### src/rtl/core/forth_token_literal_classifier_defines.svh
// Assertion macros shared by the classifier RTL.
// Each macro checks an implication on the rising clock edge and is
// switched off while the synchronous reset is high.
`ifndef FORTH_TOKEN_LITERAL_CLASSIFIER_DEFINES_SVH
`define FORTH_TOKEN_LITERAL_CLASSIFIER_DEFINES_SVH

// Consequent must hold in the same cycle as the antecedent.
`define FTLC_ASSERT_SAME(label, clk, rst, ante, cons, msg) \
   label: assert property (@(posedge clk) disable iff (rst) (ante) |-> (cons)) \
      else $error(msg);

// Consequent must hold in the cycle after the antecedent.
`define FTLC_ASSERT_NEXT(label, clk, rst, ante, cons, msg) \
   label: assert property (@(posedge clk) disable iff (rst) (ante) |=> (cons)) \
      else $error(msg);

`endif

### src/rtl/core/ftlc_pkg.sv
`timescale 1ns / 1ps

package ftlc_pkg;

   // Lexer phase of the word being scanned.
   typedef enum logic [2:0] {
      PH_START = 3'd0,
      PH_MINUS = 3'd1,
      PH_ZERO  = 3'd2,
      PH_ZEROX = 3'd3,
      PH_DEC   = 3'd4,
      PH_HEX   = 3'd5,
      PH_OTHER = 3'd6
   } phase_type;

   // Kind of word reported with the result.
   typedef enum logic [1:0] {
      KIND_DEC   = 2'd0,
      KIND_HEX   = 2'd1,
      KIND_OTHER = 2'd2
   } kind_type;

   localparam int unsigned MAG_W = 33;
   localparam int unsigned ACC_W = 37;

   localparam logic [7:0] CHAR_MINUS   = 8'h2D;
   localparam logic [7:0] CHAR_ZERO    = 8'h30;
   localparam logic [7:0] CHAR_LOWER_X = 8'h78;

   // Largest magnitudes for a positive and a negative value.
   localparam logic [ACC_W-1:0] POS_LIMIT = 37'h0_FFFF_FFFF;
   localparam logic [ACC_W-1:0] NEG_LIMIT = 37'h0_8000_0000;

   // Marker returned for a character that is not a hex digit.
   localparam logic [4:0] NOT_HEX = 5'd16;

   // Scan state carried from one character to the next.
   typedef struct packed {
      phase_type        phase;
      logic             is_negative;
      logic [MAG_W-1:0] magnitude;
      logic             overflowed;
   } state_type;

   localparam state_type STATE_RESET = '{
      phase:       PH_START,
      is_negative: 1'b0,
      magnitude:   '0,
      overflowed:  1'b0
   };

   // One result word.
   typedef struct packed {
      kind_type           word_kind;
      logic signed [31:0] literal_value;
      logic               range_error;
   } result_type;

   // Hex digit value 0 to 15, or NOT_HEX for any other code.
   function automatic logic [4:0] hex_value(input logic [7:0] c);
      logic [4:0] v;
      if (c >= 8'h30 && c <= 8'h39) begin
         v = 5'(c - 8'h30);
      end else if (c >= 8'h61 && c <= 8'h66) begin
         v = 5'(c - 8'h61 + 8'd10);
      end else if (c >= 8'h41 && c <= 8'h46) begin
         v = 5'(c - 8'h41 + 8'd10);
      end else begin
         v = NOT_HEX;
      end
      return v;
   endfunction

endpackage

### src/rtl/core/ftlc_channel_if.sv
`timescale 1ns / 1ps

// Character channel: one character word per handshake.
interface ftlc_req_if;
   logic       valid;
   logic       ready;
   logic [7:0] char_code;
   logic       last_char;

   modport source (output valid, output char_code, output last_char, input ready);
   modport sink   (input valid, input char_code, input last_char, output ready);
endinterface

// Result channel: one classification word per handshake.
interface ftlc_rsp_if;
   logic               valid;
   logic               ready;
   logic [1:0]         word_kind;
   logic signed [31:0] literal_value;
   logic               range_error;

   modport source (output valid, output word_kind, output literal_value,
                   output range_error, input ready);
   modport sink   (input valid, input word_kind, input literal_value,
                   input range_error, output ready);
endinterface

### src/rtl/core/ftlc_step.sv
`timescale 1ns / 1ps

// Per-character update: phase transition, value accumulation and the
// result formed on the last character of a word.
module ftlc_step (
   input  ftlc_pkg::state_type  cur_state,
   input  logic [7:0]           char_code,
   input  logic                 last_char,
   output ftlc_pkg::state_type  next_state,
   output ftlc_pkg::result_type result
);

   logic [4:0]                     hv;
   logic                           is_zero;
   logic                           is_dec;
   logic                           is_hex;
   ftlc_pkg::phase_type            phase_n;
   logic                           neg_n;
   logic [3:0]                     digit;
   logic [ftlc_pkg::ACC_W-1:0]     mag_wide;
   logic [ftlc_pkg::ACC_W-1:0]     dec_next;
   logic [ftlc_pkg::ACC_W-1:0]     hex_next;
   logic [ftlc_pkg::ACC_W-1:0]     acc_next;
   logic [ftlc_pkg::ACC_W-1:0]     limit;
   logic                           do_acc;
   ftlc_pkg::state_type            upd;

   // Character classes.
   always_comb begin
      hv      = ftlc_pkg::hex_value(char_code);
      is_zero = (char_code == ftlc_pkg::CHAR_ZERO);
      is_dec  = (hv < 5'd10);
      is_hex  = (hv != ftlc_pkg::NOT_HEX);
   end

   // Phase transition; a leading minus marks the value negative.
   always_comb begin
      neg_n = cur_state.is_negative;
      unique case (cur_state.phase)
         ftlc_pkg::PH_START: begin
            priority if (char_code == ftlc_pkg::CHAR_MINUS) begin
               phase_n = ftlc_pkg::PH_MINUS;
               neg_n   = 1'b1;
            end else if (is_zero) begin
               phase_n = ftlc_pkg::PH_ZERO;
            end else if (is_dec) begin
               phase_n = ftlc_pkg::PH_DEC;
            end else begin
               phase_n = ftlc_pkg::PH_OTHER;
            end
         end
         ftlc_pkg::PH_MINUS: begin
            priority if (is_zero) begin
               phase_n = ftlc_pkg::PH_ZERO;
            end else if (is_dec) begin
               phase_n = ftlc_pkg::PH_DEC;
            end else begin
               phase_n = ftlc_pkg::PH_OTHER;
            end
         end
         ftlc_pkg::PH_ZERO: begin
            phase_n = (char_code == ftlc_pkg::CHAR_LOWER_X) ? ftlc_pkg::PH_ZEROX
                                                             : ftlc_pkg::PH_OTHER;
         end
         ftlc_pkg::PH_ZEROX, ftlc_pkg::PH_HEX: begin
            phase_n = is_hex ? ftlc_pkg::PH_HEX : ftlc_pkg::PH_OTHER;
         end
         ftlc_pkg::PH_DEC: begin
            phase_n = is_dec ? ftlc_pkg::PH_DEC : ftlc_pkg::PH_OTHER;
         end
         default: begin
            phase_n = ftlc_pkg::PH_OTHER;
         end
      endcase
   end

   // Multiply-accumulate by 10 or 16 with the range check; the magnitude
   // freezes once the sticky range flag is set.
   always_comb begin
      digit    = is_dec ? hv[3:0] : 4'd0;
      mag_wide = {4'b0, cur_state.magnitude};
      dec_next = (mag_wide << 3) + (mag_wide << 1) + {33'b0, digit};
      hex_next = {cur_state.magnitude, hv[3:0]};
      acc_next = (phase_n == ftlc_pkg::PH_HEX) ? hex_next : dec_next;
      limit    = neg_n ? ftlc_pkg::NEG_LIMIT : ftlc_pkg::POS_LIMIT;
      do_acc   = (phase_n == ftlc_pkg::PH_DEC) || (phase_n == ftlc_pkg::PH_ZERO) ||
                 (phase_n == ftlc_pkg::PH_HEX);

      upd.phase       = phase_n;
      upd.is_negative = neg_n;
      upd.magnitude   = cur_state.magnitude;
      upd.overflowed  = cur_state.overflowed;
      if (do_acc && !cur_state.overflowed) begin
         if (acc_next > limit) begin
            upd.overflowed = 1'b1;
         end else begin
            upd.magnitude = acc_next[ftlc_pkg::MAG_W-1:0];
         end
      end
   end

   // Result of the word; the scan state restarts after the last character.
   always_comb begin
      result.literal_value = '0;
      result.range_error   = 1'b0;
      if (phase_n == ftlc_pkg::PH_DEC || phase_n == ftlc_pkg::PH_ZERO) begin
         result.word_kind = ftlc_pkg::KIND_DEC;
      end else if (phase_n == ftlc_pkg::PH_HEX) begin
         result.word_kind = ftlc_pkg::KIND_HEX;
      end else begin
         result.word_kind = ftlc_pkg::KIND_OTHER;
      end
      if (result.word_kind != ftlc_pkg::KIND_OTHER) begin
         if (upd.overflowed) begin
            result.range_error = 1'b1;
         end else if (upd.is_negative) begin
            result.literal_value = 32'sd0 - $signed(upd.magnitude[31:0]);
         end else begin
            result.literal_value = $signed(upd.magnitude[31:0]);
         end
      end
      next_state = last_char ? ftlc_pkg::STATE_RESET : upd;
   end

endmodule

### src/rtl/core/forth_token_literal_classifier.sv
`timescale 1ns / 1ps
// Numeric literal classifier for space-delimited words.
// Characters arrive on req_ch, one character per handshake, with last_char set
// on the final character of a word. For each word one result leaves on
// rsp_ch: word_kind (decimal, hex or other), the 32-bit value and a range
// flag. Characters that are not last produce no result.
// Path: a character is held in an input register and is scanned on its way
// out of it; the result of a word is registered in the output register when
// its last character leaves the input register. Throughput: one character
// per cycle, unless a last character waits as below. The scan state (phase,
// sign, magnitude, range flag) is updated in a single pass of the step logic.
// When rsp_ch stalls, the result waits in its output register and the
// block still takes the next characters of the following word; only a
// second last character then waits in the input register until the
// pending result is taken.
// Reset (synchronous, active high) empties both registers and returns the
// scan state to the start of a word.
`include "forth_token_literal_classifier_defines.svh"

module forth_token_literal_classifier (
   input logic       clock,
   input logic       reset,
   ftlc_req_if.sink  req_ch,
   ftlc_rsp_if.source rsp_ch
);

   logic                 in_valid_ff;
   logic                 in_valid_in;
   logic [7:0]           in_char_ff;
   logic                 in_last_ff;
   ftlc_pkg::state_type  state_ff;
   ftlc_pkg::state_type  state_in;
   logic                 out_valid_ff;
   logic                 out_valid_in;
   ftlc_pkg::result_type out_result_ff;
   ftlc_pkg::result_type step_result;
   logic                 advance;
   logic                 req_fire;

   // Step logic between the input register and the result register.
   ftlc_step u_step (
      .cur_state  (state_ff),
      .char_code  (in_char_ff),
      .last_char  (in_last_ff),
      .next_state (state_in),
      .result     (step_result)
   );

   // A character leaves the input register unless it is a last character
   // facing a full output register that is not being drained.
   always_comb begin
      advance       = in_valid_ff && (!in_last_ff || !out_valid_ff || rsp_ch.ready);
      req_ch.ready  = !in_valid_ff || advance;
      req_fire      = req_ch.valid && req_ch.ready;
      in_valid_in   = req_fire || (in_valid_ff && !advance);
      out_valid_in  = (advance && in_last_ff) || (out_valid_ff && !rsp_ch.ready);
   end

   // Control registers.
   always_ff @(posedge clock) begin
      if (reset) begin
         in_valid_ff  <= 1'b0;
         out_valid_ff <= 1'b0;
         state_ff     <= ftlc_pkg::STATE_RESET;
      end else begin
         in_valid_ff  <= in_valid_in;
         out_valid_ff <= out_valid_in;
         if (advance) begin
            state_ff <= state_in;
         end
      end
   end

   // Payload registers.
   always_ff @(posedge clock) begin
      if (req_fire) begin
         in_char_ff <= req_ch.char_code;
         in_last_ff <= req_ch.last_char;
      end
      if (advance && in_last_ff) begin
         out_result_ff <= step_result;
      end
   end

   // Result channel.
   always_comb begin
      rsp_ch.valid         = out_valid_ff;
      rsp_ch.word_kind     = out_result_ff.word_kind;
      rsp_ch.literal_value = out_result_ff.literal_value;
      rsp_ch.range_error   = out_result_ff.range_error;
   end

   `FTLC_ASSERT_SAME(a_other_is_blank, clock, reset,
      rsp_ch.valid && rsp_ch.word_kind == ftlc_pkg::KIND_OTHER,
      rsp_ch.literal_value == 32'sd0 && !rsp_ch.range_error,
      "other word carries a value or a range flag")
   `FTLC_ASSERT_SAME(a_range_zero_value, clock, reset,
      rsp_ch.valid && rsp_ch.range_error,
      rsp_ch.literal_value == 32'sd0,
      "range error with a nonzero value")
   `FTLC_ASSERT_NEXT(a_word_restart, clock, reset,
      advance && in_last_ff,
      state_ff.phase == ftlc_pkg::PH_START && state_ff.magnitude == '0 && !state_ff.overflowed,
      "scan state not restarted after the last character")
   `FTLC_ASSERT_NEXT(a_range_sticky, clock, reset,
      state_ff.overflowed && !(advance && in_last_ff),
      state_ff.overflowed,
      "range flag dropped inside a word")

endmodule
### src/flat_wrapper.sv
// flat-port wrapper written by rule: the top's interface ports become plain ports
module forth_token_literal_classifier_flat 
  (clock, reset, req_ch_valid, req_ch_char_code, req_ch_last_char, req_ch_ready, rsp_ch_valid, rsp_ch_word_kind, rsp_ch_literal_value, rsp_ch_range_error, rsp_ch_ready);
  ftlc_req_if req_ch_i ();
  ftlc_rsp_if rsp_ch_i ();
  input logic clock;
  input logic reset;
  input wire logic [$bits(req_ch_i.valid)-1:0] req_ch_valid;
  input wire logic [$bits(req_ch_i.char_code)-1:0] req_ch_char_code;
  input wire logic [$bits(req_ch_i.last_char)-1:0] req_ch_last_char;
  output wire logic [$bits(req_ch_i.ready)-1:0] req_ch_ready;
  output wire logic [$bits(rsp_ch_i.valid)-1:0] rsp_ch_valid;
  output wire logic [$bits(rsp_ch_i.word_kind)-1:0] rsp_ch_word_kind;
  output wire logic [$bits(rsp_ch_i.literal_value)-1:0] rsp_ch_literal_value;
  output wire logic [$bits(rsp_ch_i.range_error)-1:0] rsp_ch_range_error;
  input wire logic [$bits(rsp_ch_i.ready)-1:0] rsp_ch_ready;
  assign req_ch_i.valid = req_ch_valid;
  assign req_ch_i.char_code = req_ch_char_code;
  assign req_ch_i.last_char = req_ch_last_char;
  assign req_ch_ready = req_ch_i.ready;
  assign rsp_ch_valid = rsp_ch_i.valid;
  assign rsp_ch_word_kind = rsp_ch_i.word_kind;
  assign rsp_ch_literal_value = rsp_ch_i.literal_value;
  assign rsp_ch_range_error = rsp_ch_i.range_error;
  assign rsp_ch_i.ready = rsp_ch_ready;
  forth_token_literal_classifier u_core (.clock(clock), .reset(reset), .req_ch(req_ch_i), .rsp_ch(rsp_ch_i));
endmodule
### config.mk
export PLATFORM = sky130hd
export DESIGN_NAME = forth_token_literal_classifier_flat
export DESIGN_NICKNAME = d
export VERILOG_FILES = /design/src/rtl/core/ftlc_pkg.sv /design/src/rtl/core/ftlc_channel_if.sv /design/src/rtl/core/ftlc_step.sv /design/src/rtl/core/forth_token_literal_classifier.sv /design/src/flat_wrapper.sv
export VERILOG_INCLUDE_DIRS = /design/src /design/src/rtl/core
export SDC_FILE = /design/constraint.sdc
export NUM_CORES = 1
export LEC_CHECK = 0
export BUFFER_PORTS_ARGS = -buffer_cell sky130_fd_sc_hd__clkbuf_2
export CORE_MARGIN = 5
export CORE_UTILIZATION = 63
export CTS_CLUSTER_DIAMETER = 40
export DETAILED_ROUTE_END_ITERATION = 6
export PLACE_DENSITY = 0.82
export SETUP_SLACK_MARGIN = 0.15
export SLEW_MARGIN = 15
export SYNTH_ARGS = -nofsm -noshare
export SYNTH_HDL_FRONTEND = slang
export SYNTH_SLANG_ARGS = --single-unit
### constraint.sdc
create_clock -name clock -period 11 [get_ports clock]
set_clock_uncertainty 0.15 [all_clocks]
set_input_delay 0.55 -clock clock [delete_from_list [all_inputs] [get_ports clock]]
set_output_delay 0.55 -clock clock [all_outputs]
set_load 0.01 [all_outputs]
== Yosys cells after proc, flatten, opt, wreduce, memory -nomap -nowiden ==
Index checks and enable logic that the tools add are counted.
Storage, ports and cells
  flip-flop bits (word level): 84
  bits in latches: 0
  bits in writable memories: 0
  bits in read-only memories: 0
  bits of input ports: 13
  memories: 0
Cells by class
  $add $sub $neg: 8
  $mul: 0
  divide/modulo/power cells: 0
  $lt $le $gt $ge: 8
  eq/ne operators: 14
  shifts and indexed selects: 0
  muxes and demuxes: 22
  bitwise gates (word level): 1
  reductions and logical operators: 27
Operators with widths (count)
  $mux 38: 1
  $add 36x34->37: 1
  $add 37x4->37: 1
  $gt 37x32->1: 1
  $mux 37: 1
  $mux 34: 1
  $mux 33: 1
  $mux 32: 1
  $sub 1x32->32 const A: 1
  $mux 31: 1
  $eq 8x6->1 const B: 2
  $ge 8x7->1 const B: 2
  $le 8x7->1 const B: 2
  $mux 5: 3
  $pmux 3 s5: 1
  $eq 3x3->1 const B: 4
  $add 5x4->5 const B: 2
  $sub 5x1->5 const B: 2
  $eq 3x2->1 const B: 3
  $logic_and 1x1->1: 9
  $mux 3: 3
  $eq 8x7->1 const B: 1
  $ge 8x6->1 const B: 1
  $le 8x6->1 const B: 1
  16 further kinds: 34

== Longest topological paths before layout ==
  word-level depth: 17
  gate-level depth with buffers: 39
  depth with buffers taken out: 38

== Modules after synthesis ==
From an unflattened synthesis, not the netlist that was laid out.
Second synthesis, totals
  cells, all modules: 957
  area total of the unflattened synthesis: 8194.1 um^2
Modules (own cells, without submodules)
  ftlc_step: instances 1, cells an instance 738, area each 5079.9 um^2, seq. area each 0.0 um^2
  forth_token_literal_classifier: instances 1, cells an instance 219, area each 3114.2 um^2, seq. area each 2122.0 um^2

== Worst setup path before layout ==
No wires, ideal clock.
  kind: register to register
  start: register u_core.in_char_ff[0]
  end: register u_core.out_result_ff (netlist bit u_core.rsp_ch.literal_value[26]), data pin
  arrival time: 7849 ps
  path slack: 2735 ps
  stages on the path, launching flop included: 37
  buffers on the path: 1
  period minus slack after synthesis: 8265 ps
  cells stage by stage: edfxtp_1 inv_1 ha_1 nor3b_1 nand2b_1 or4_1 o21ai_0 nand2_1 fa_1 inv_1 fa_1 a21o_1 a311o_2 a2111oi_0 o31ai_1 xnor2_1 o21ai_1 ha_1 a21oi_1 o22ai_1 o211ai_1 nand2_1 a211o_1 o21ai_0 o32ai_1 o41a_1 or3_1 buf_4 a21oi_1 ha_1 and3_1 nand4b_1 nor4_1 nand3_1 o31ai_1 xor2_1 nor2_1
Between the ends
  longest elaborated chain between the ends: 17
  elaborated cells between the ends (all ways): 51
  classes of those cells: add/sub (7); order compare (8); eq/ne (8); mux (20); bitwise (1); reduce/logical (7)
Ends and longest elaborated chain
  from (decl): RTL line forth_token_literal_classifier.sv:29  | logic [7:0] in_char_ff;
  from (signal assigned): RTL line forth_token_literal_classifier.sv:77  | in_char_ff <= req_ch.char_code;
  parallel branches: the longest is 17 deep, another holds $add 37x4->37
  to (signal assigned): RTL line forth_token_literal_classifier.sv:81  | out_result_ff <= step_result;
  to (decl): RTL line forth_token_literal_classifier.sv:35  | ftlc_pkg::result_type out_result_ff;
Several ways; the timed one is not identified. The select of a mux whose other input is x is not followed.
A chain may end at the register's enable or synchronous reset.

== Worst setup path after layout ==
  start: register u_core.in_char_ff[1]
  end: register u_core.out_result_ff (netlist bit u_core.rsp_ch.literal_value[26]), data pin
Same word-level chain as after synthesis.

==> flow_metrics.py <==
metrics = {
    "power": {
        "clkPwrFrac": 0.459,
        "pwr-share-comb": 0.054,
        "internal-power_w": 0.000524,
        "p_seq_frac": 0.487,
        "p_sw_frac": 0.247,
        "ir_worst_vdd_mv": 0.0878,
        "power.switching_w": 0.000172,
        "p_per_area_mw_per_mm2": 83.9,
        "leakagePower_nw": 3.80,
    },
    "hold_path": {
        "min_path_cells": 1,
        "hold_path.class": "in2reg",
    },
    "route": {
        "via_count": 7115,
        "initialDrtViolationCount": 558,
        "postRouteAntennaNets": 0,
        "avgViaCountPerCell": 6.66,
        "firstDrtPassIters": 6,
        "wl_per_cell_um": 19.3,
        "drt-total-wl_um": 20600,
        "drc": 0,
    },
    "status": {
        "status": "complete, no violations",
    },
    "logic_synthesis": {
        "syn_area_mm2": 0.00766,
        "postSynthAreaPerCell_um2": 8.64,
        "synth_nets": 1003,
        "synth_edf_count": 44,
        "ys.warnings.count": 0,
        "synth_top_flop_cell": "edfxtp_1",
        "yosys_register_bits": 84,
        "synth_cell_types": 89,
        "ys_seq_area_frac": 0.277,
        "async_flop_share": 0,
        "syn_inst": 887,
    },
    "placement": {
        "placed_area_mm2": 0.00799,
        "place_inst": 1053,
        "place.gp.congestion": 0.995,
        "dpl.hpwl_um": 15400,
        "port_buffers": 49,
    },
    "critical_path": {
        "crit_family": "compound AO/OA/AOI/OAI gates",
        "reg2reg_depth": 36,
        "critPathKind": "reg2reg",
        "critPathArrivalTime_ps": 9650,
        "critical_path.max_stage_delay_ps": 560,
        "path_max_fanout": 17,
        "reg2reg_to": "u_core.rsp_ch.literal_value[26]",
        "rrSetupSlack_ps": 1310,
        "startpoint_type": "flop",
        "critPathBufInv": 3,
        "crit_slowest_cell": "or3_1",
        "cp.required_ps": 10960,
        "rr_startpoint": "u_core.in_char_ff[1]",
        "cp.depth": 36,
        "crit_end": "u_core.rsp_ch.literal_value[26]",
        "end_kind": "flop",
        "crit_start": "u_core.in_char_ff[1]",
    },
    "floorplanning": {
        "die_area_mm2": 0.0145,
        "pin_count": 50,
        "initial_core_util": 0.641,
        "rows": 40,
        "fp.coreArea_mm2": 0.0120,
        "fp.dieW_um": 120,
        "die_height_um": 120,
    },
    "timing": {
        "tightestPinTransition_ps": 1090,
        "slew_viol_final": 0,
        "fmaxAchievable_ghz": 0.103,
        "finalCritPeriodShare": 0.881,
        "hold_viol_final": 0,
        "period_needed_ps": 9690,
        "rsz0062_at_grt": "false",
        "report.final.setup_viol": 0,
        "max_slew_margin": 0.273,
        "tns_ps": 0,
    },
    "global_routing": {
        "grt_usage": 0.284,
        "grt_max_degree": 49,
        "grt_pass1_vias": 6738,
        "grt_first_pass_wirelength_um": 33400,
        "grt_overflow": 0,
        "antenna_found_initial": 0,
    },
    "clocking": {
        "hold_buffers": 0,
        "cts_sinks": 84,
        "tritoncts": "built",
        "cts.clk_slew.worst_paths_ps": 70,
        "cts_buffers": 9,
        "cts_setup_buffers": 0,
        "cts-resized-gates": 0,
        "h-tree-depth": 3,
        "cts_buffer_depth": 2,
        "ctsRootBufferMaster": "clkbuf_16",
        "worstSkewPairLatency_ps": 360,
    },
    "final_layout": {
        "final_core_util": 0.693,
        "mostFrequentLayoutCells": "ha_1, nor2_1, a21oi_1",
        "nNetsFinal": 1033,
        "final_common_cell": "ha_1",
        "fin_cells": 1069,
        "design_area_mm2": 0.00829,
        "area_growth_pct": 8.18,
        "drive_gt1_frac": 0.106,
        "n_antenna_cell": 0,
    },
    "run": {
        "cap_violations": 0,
    },
}
## cells by family (layout without fill, tap and decap cells)
kind of cell,count (synthesis),after routing,synth area share
flops,84,84,0.277
xor+xnor,40,40,0.0457
fa+ha+maj,103,103,0.170
mux,15,15,0.0196
simple gates,279,279,0.187
buf+inv,88,123,0.0488
compound gates,278,278,0.252
## cells in the mapped netlist, types with 12 or more instances
cell / count / area [um^2]
nand4_1: 20 / 125
a31oi_1: 14 / 87.6
o211ai_1: 13 / 97.6
inv_1: 47 / 176
edfxtp_1: 44 / 1320
dfxtp_1: 40 / 801
a22o_1: 29 / 254
a21oi_1: 71 / 355
o21ai_0: 36 / 180
or3_1: 12 / 75.1
a21o_1: 17 / 128
nor3_1: 18 / 90.1
nor2_1: 92 / 345
nand2_1: 51 / 191
mux2i_1: 15 / 150
nand3_1: 16 / 80.1
clkbuf_1: 25 / 93.8
xnor2_1: 29 / 254
ha_1: 101 / 1260
## flip-flops by register name, indices dropped and copies added, names as in the netlist
name                         flops
u_core.in_char_ff                8
u_core.in_last_ff                1
u_core.in_valid_ff               1
u_core.rsp_ch.literal_value     32
u_core.rsp_ch.range_error        1
u_core.rsp_ch.valid              1
u_core.rsp_ch.word_kind          2
u_core.state_ff                 38
## power by group through the flow
stage	combinational (W)	clock (W)	sequential (W)
after detailed placement	0.0000372	0	0.000345
after CTS	0.0000373	0.000317	0.000339
final	0.0000379	0.000319	0.000339
after floorplan	0.0000246	0	0.000346
after global placement	0.0000365	0	0.000345
after global routing	0.0000413	0.000333	0.000339
## stage by stage
stage          hold slack, ps  power (W)  setup WS [ps]
3_5_place_dp              382   0.000383           1470
4_1_cts                   216   0.000693           1430
5_1_grt                   213   0.000713            531
3_3_place_gp              381   0.000382           1880
2_1_floorplan             321   0.000370           2730
6_report                  210   0.000696           1310
## area by class of cell
| cell class | instances | area (um^2) |
|---|---|---|
| multi-input combinational | 715 | 5180 |
| fill | 955 | 3670 |
| sequential | 84 | 2120 |
| timing repair buffer | 58 | 313 |
| clock buffer | 10 | 229 |
| inverter | 49 | 189 |
| tap | 147 | 184 |
| clock inverter | 6 | 73.8 |
## per-layer routing
| layer | global-route usage | wire length, um | vias up |
|---|---|---|---|
| met5 | 0 | 0 | - |
| met1 | 0.365 | 8910 | 3333 |
| li1 | - | - | 3430 |
| met3 | 0.0468 | 1310 | 65 |
| met2 | 0.480 | 9600 | 287 |
| met4 | 0.109 | 779 | 0 |
## worst min-delay path by stage
stage / from / end / slack [ps]
after floorplan: u_core.state_ff[33] / u_core.state_ff[33] / 320
after global placement: u_core.state_ff[33] / u_core.state_ff[33] / 380
after detailed placement: u_core.state_ff[33] / u_core.state_ff[33] / 380
after CTS: req_ch_last_char / u_core.in_last_ff / 220
after global routing: req_ch_last_char / u_core.in_last_ff / 210
final: req_ch_last_char / u_core.in_last_ff / 210
Note: power is estimated with default switching activity, not from simulation.
